==> config.mk <==
export PLATFORM = sky130hd
export DESIGN_NAME = mcbp_ram
export DESIGN_NICKNAME = d
export VERILOG_FILES = /design/src/rtl/mcbp_ram.sv
export SDC_FILE = /design/constraint.sdc
export NUM_CORES = 2
export LEC_CHECK = 0
export BUFFER_PORTS_ARGS = -buffer_cell sky130_fd_sc_hd__clkbuf_2
export CORE_ASPECT_RATIO = 0.8
export CORE_MARGIN = 1
export CORE_UTILIZATION = 47
export DETAILED_ROUTE_END_ITERATION = 10
export HOLD_SLACK_MARGIN = 0.03
export PLACE_DENSITY = 0.67
export REMOVE_ABC_BUFFERS = 1
export SLEW_MARGIN = 20
export SYNTH_ARGS = -nofsm -noshare
export SYNTH_HDL_FRONTEND = slang
export SYNTH_SLANG_ARGS = --single-unit
==> constraint.sdc <==
create_clock -name clk_i -period 8.1 [get_ports clk_i]
set_input_delay 1.62 -clock clk_i [delete_from_list [all_inputs] [get_ports clk_i]]
set_output_delay 1.62 -clock clk_i [all_outputs]
set_load 0.005 [all_outputs]
==> src/rtl/mcbp_ram.sv <==
// Simple dual-port RAM, one write and one registered read per cycle.
module mcbp_ram #(
  parameter int unsigned WIDTH  = 8,
  parameter int unsigned DEPTH  = 256,
  parameter int unsigned ADDR_W = (DEPTH > 1) ? $clog2(DEPTH) : 1
) (
  input  logic              clk_i,
  input  logic              we_i,
  input  logic [ADDR_W-1:0] waddr_i,
  input  logic [WIDTH-1:0]  wdata_i,
  input  logic              re_i,
  input  logic [ADDR_W-1:0] raddr_i,
  output logic [WIDTH-1:0]  rdata_o
);

  logic [WIDTH-1:0] mem_q [DEPTH];
  logic [WIDTH-1:0] rdata_q;

  always_ff @(posedge clk_i) begin
    if (we_i) begin
      mem_q[waddr_i] <= wdata_i;
    end
    // read data holds while no read is issued
    if (re_i) begin
      rdata_q <= mem_q[raddr_i];
    end
  end

  assign rdata_o = rdata_q;

endmodule

==> results.toml <==
[status]
status = "finished, final reports clean"

[drt]
totalWireLength_um = 194000
antenna_left = 0
drtPass1Iterations = 5
drcViolationCount = 0
detailroute.via_count = 39022
wl_per_cell_um = 31.4
drt_iter0_drc = 5412
vias_per_cell = 6.30

[synthesis]
ys_types = 54
avgSynthCellArea_um2 = 21.3
synth_warnings = 0
netlist_instances = 3733
yosysSeqAreaShare_pct = 77.5
synth_edf_count = 2056
yosys_register_bits = 2056
syn-cell-area_um2 = 79600
ys.flop_type = "edfxtp_1"
async_flop_share_pct = 0

[grt]
antenna_found_initial = 9
grt_max_degree = 162
grt.overflow.total = 0
grt_pass1_wl_um = 280000
grtUsageTotal_pct = 23.0
grt_pass1_vias = 38182

[floorplanning]
fp.dieW_um = 462
core-area_um2 = 167000
ios = 35
rows = 134
die_area_um2 = 171000
start_util_pct = 47.5
fp.dieH_um = 370

[power]
power_density_nw_per_um2 = 242
vdd_drop_max_mv = 0.242
total_leakage_power_nw = 26.7

[cts]
cts_max_path_buffers = 3
postCtsSetupBuffers = 0
cts_sinks = 2056
clock-root-buffer = "clkbuf_16"
cts_buffers = 182
clk_pin_slew_ns = 0.07
insertion_delay_ns = 0.83
htreeDepth = 4
cts_tree = "built"
ctsResizeCount = 0
cts_hold_buffers = 0

[worst_setup_path]
worstSetupStartpointType = "input pin"
crit_type = "in2reg"
endpoint = "rdata_o[5]"
ff2ff_path_depth = 5
setup.worst_path.end_class = "flop"
r2r_end = "rdata_o[2]"
crit_arrival_ns = 5.44
reg2reg_from = "mem_q[70][2]"
cp.required_ns = 8.72
crit_start = "raddr_i[3]"
rrSetupSlack_ns = 5.14
crit_fanout = 30

[timing]
skew_ns = 0.0307
period_minus_slack_ns = 4.83
slew_viol_final = 0
rsz0062_at_grt = "no"
hold_ws_ns = 1.02
tns_ns = 0
setup-violations-final = 0
hold_viol = 0
period_share_pct = 59.6
fmax_mhz = 207
relSlewSlack_pct = 19.8
worstMarginPinSlew_ns = 1.19

[layout]
layout.nets = 3827
final_layout_size_suffix_gt1_share_pct = 21.4
mostFrequentLayoutCell = "edfxtp_1"
fin_util_pct = 52.5
mostFrequentLayoutCells = "edfxtp_1, mux4_2, nor2_1"
syn2layout_area_growth_pct = 10.4
final_cell_area_um2 = 88000

[place]
dp_hpwl_um = 118000
io_buffers = 34
placed_cell_area_um2 = 82100
place.gp.congestion = 0.857

[job]
cap_violations = 0

[min_path]
hp-class = "reg2reg"
synth_stat cells (all sizes together) (2+ instances only):
cell / instances / area [µm²]
a2111oi: 5 / 52.6
a221oi: 14 / 129
a311oi: 2 / 17.5
a22o: 8 / 70.1
nand4: 10 / 62.6
o22ai: 28 / 175
o211ai: 10 / 75.1
o22a: 5 / 43.8
nand2: 33 / 124
clkbuf: 111 / 417
a21oi: 96 / 480
o221ai: 47 / 418
buf: 122 / 1030
nand2b: 8 / 50.1
or2: 4 / 25.0
nor2b: 31 / 194
a211oi: 16 / 120
nor2: 282 / 1060
nor4: 27 / 188
mux2i: 134 / 1340
a22oi: 133 / 998
o21ai: 12 / 60.1
mux4: 456 / 10300
and3b: 2 / 17.5
edfxtp: 2056 / 61700
o32ai: 5 / 51.3
nor3: 22 / 110
a31oi: 2 / 12.5
nand3b: 2 / 15.0
nand3: 34 / 170
and2: 6 / 37.5
area by class of cell:
| type | count | area (µm²) |
|---|---|---|
| Antenna cell | 2 | 5.00 |
| Fill cell | 12765 | 79500 |
| Clock buffer | 223 | 4810 |
| Clock inverter | 106 | 963 |
| Inverter | 2 | 7.51 |
| Sequential cell | 2056 | 61700 |
| Multi-Input combinational cell | 1442 | 16500 |
| Timing Repair Buffer | 116 | 1080 |
| Tap cell | 2244 | 2810 |
sequential cells by signal, summed over array words and instances, names as in the netlist:
| register | count |
|---|---|
| rdata_o | 8 |
| mem_q | 2048 |
worst min-delay path by stage:
stage	start	endpoint	cells past startpoint
floorplan	mem_q[32][5]	rdata_o[5]	6
global placement	mem_q[60][2]	rdata_o[2]	6
detailed placement	mem_q[61][2]	rdata_o[2]	6
CTS	mem_q[61][2]	rdata_o[2]	6
global route	mem_q[60][2]	rdata_o[2]	6
finish	mem_q[61][2]	rdata_o[2]	6
critical path, cell delays in order:
cell	delay (ns)
buf_2	0.77
buf_4	0.58
nor2b_4	0.60
buf_4	0.52
a22o_1	0.25
a221oi_1	0.08
o221ai_1	0.46
a211oi_2	0.22
nor4_1	0.25
cell families after synthesis:
| kind of cell | count (synthesis) | synth area share, % |
|---|---|---|
| buffers and inverters | 235 | 1.83 |
| DFF | 2056 | 77.5 |
| AOI/OAI and AO/OA | 385 | 3.42 |
| muxes | 591 | 14.6 |
| and+or+nand+nor | 466 | 2.63 |
routing by layer:
layer | vias up | global-route usage (%) | wire length [µm]
li1 | 15830 | - | -
met1 | 20741 | 35.1 | 82300
met2 | 2173 | 32.8 | 86000
met4 | 6 | 6.37 | 4670
met5 | - | 0 | 33
met3 | 272 | 5.73 | 21300
power by group:
part	switching [W]	internal (W)
Combinational	0.000689	0.000344
Clock	0.00381	0.00473
Sequential	0.0000179	0.0117
per-stage QoR:
step           total power [W]  setup slack [ns]  instances
2_1_floorplan           0.0124              3.99       3500
5_1_grt                 0.0218              3.02       6190
3_5_place_dp            0.0130              2.35       5858
3_3_place_gp            0.0130              2.11       5857
4_1_cts                 0.0214              3.24       6187
6_report                0.0213              3.27       6191
Power figures use the tool's default switching activity.
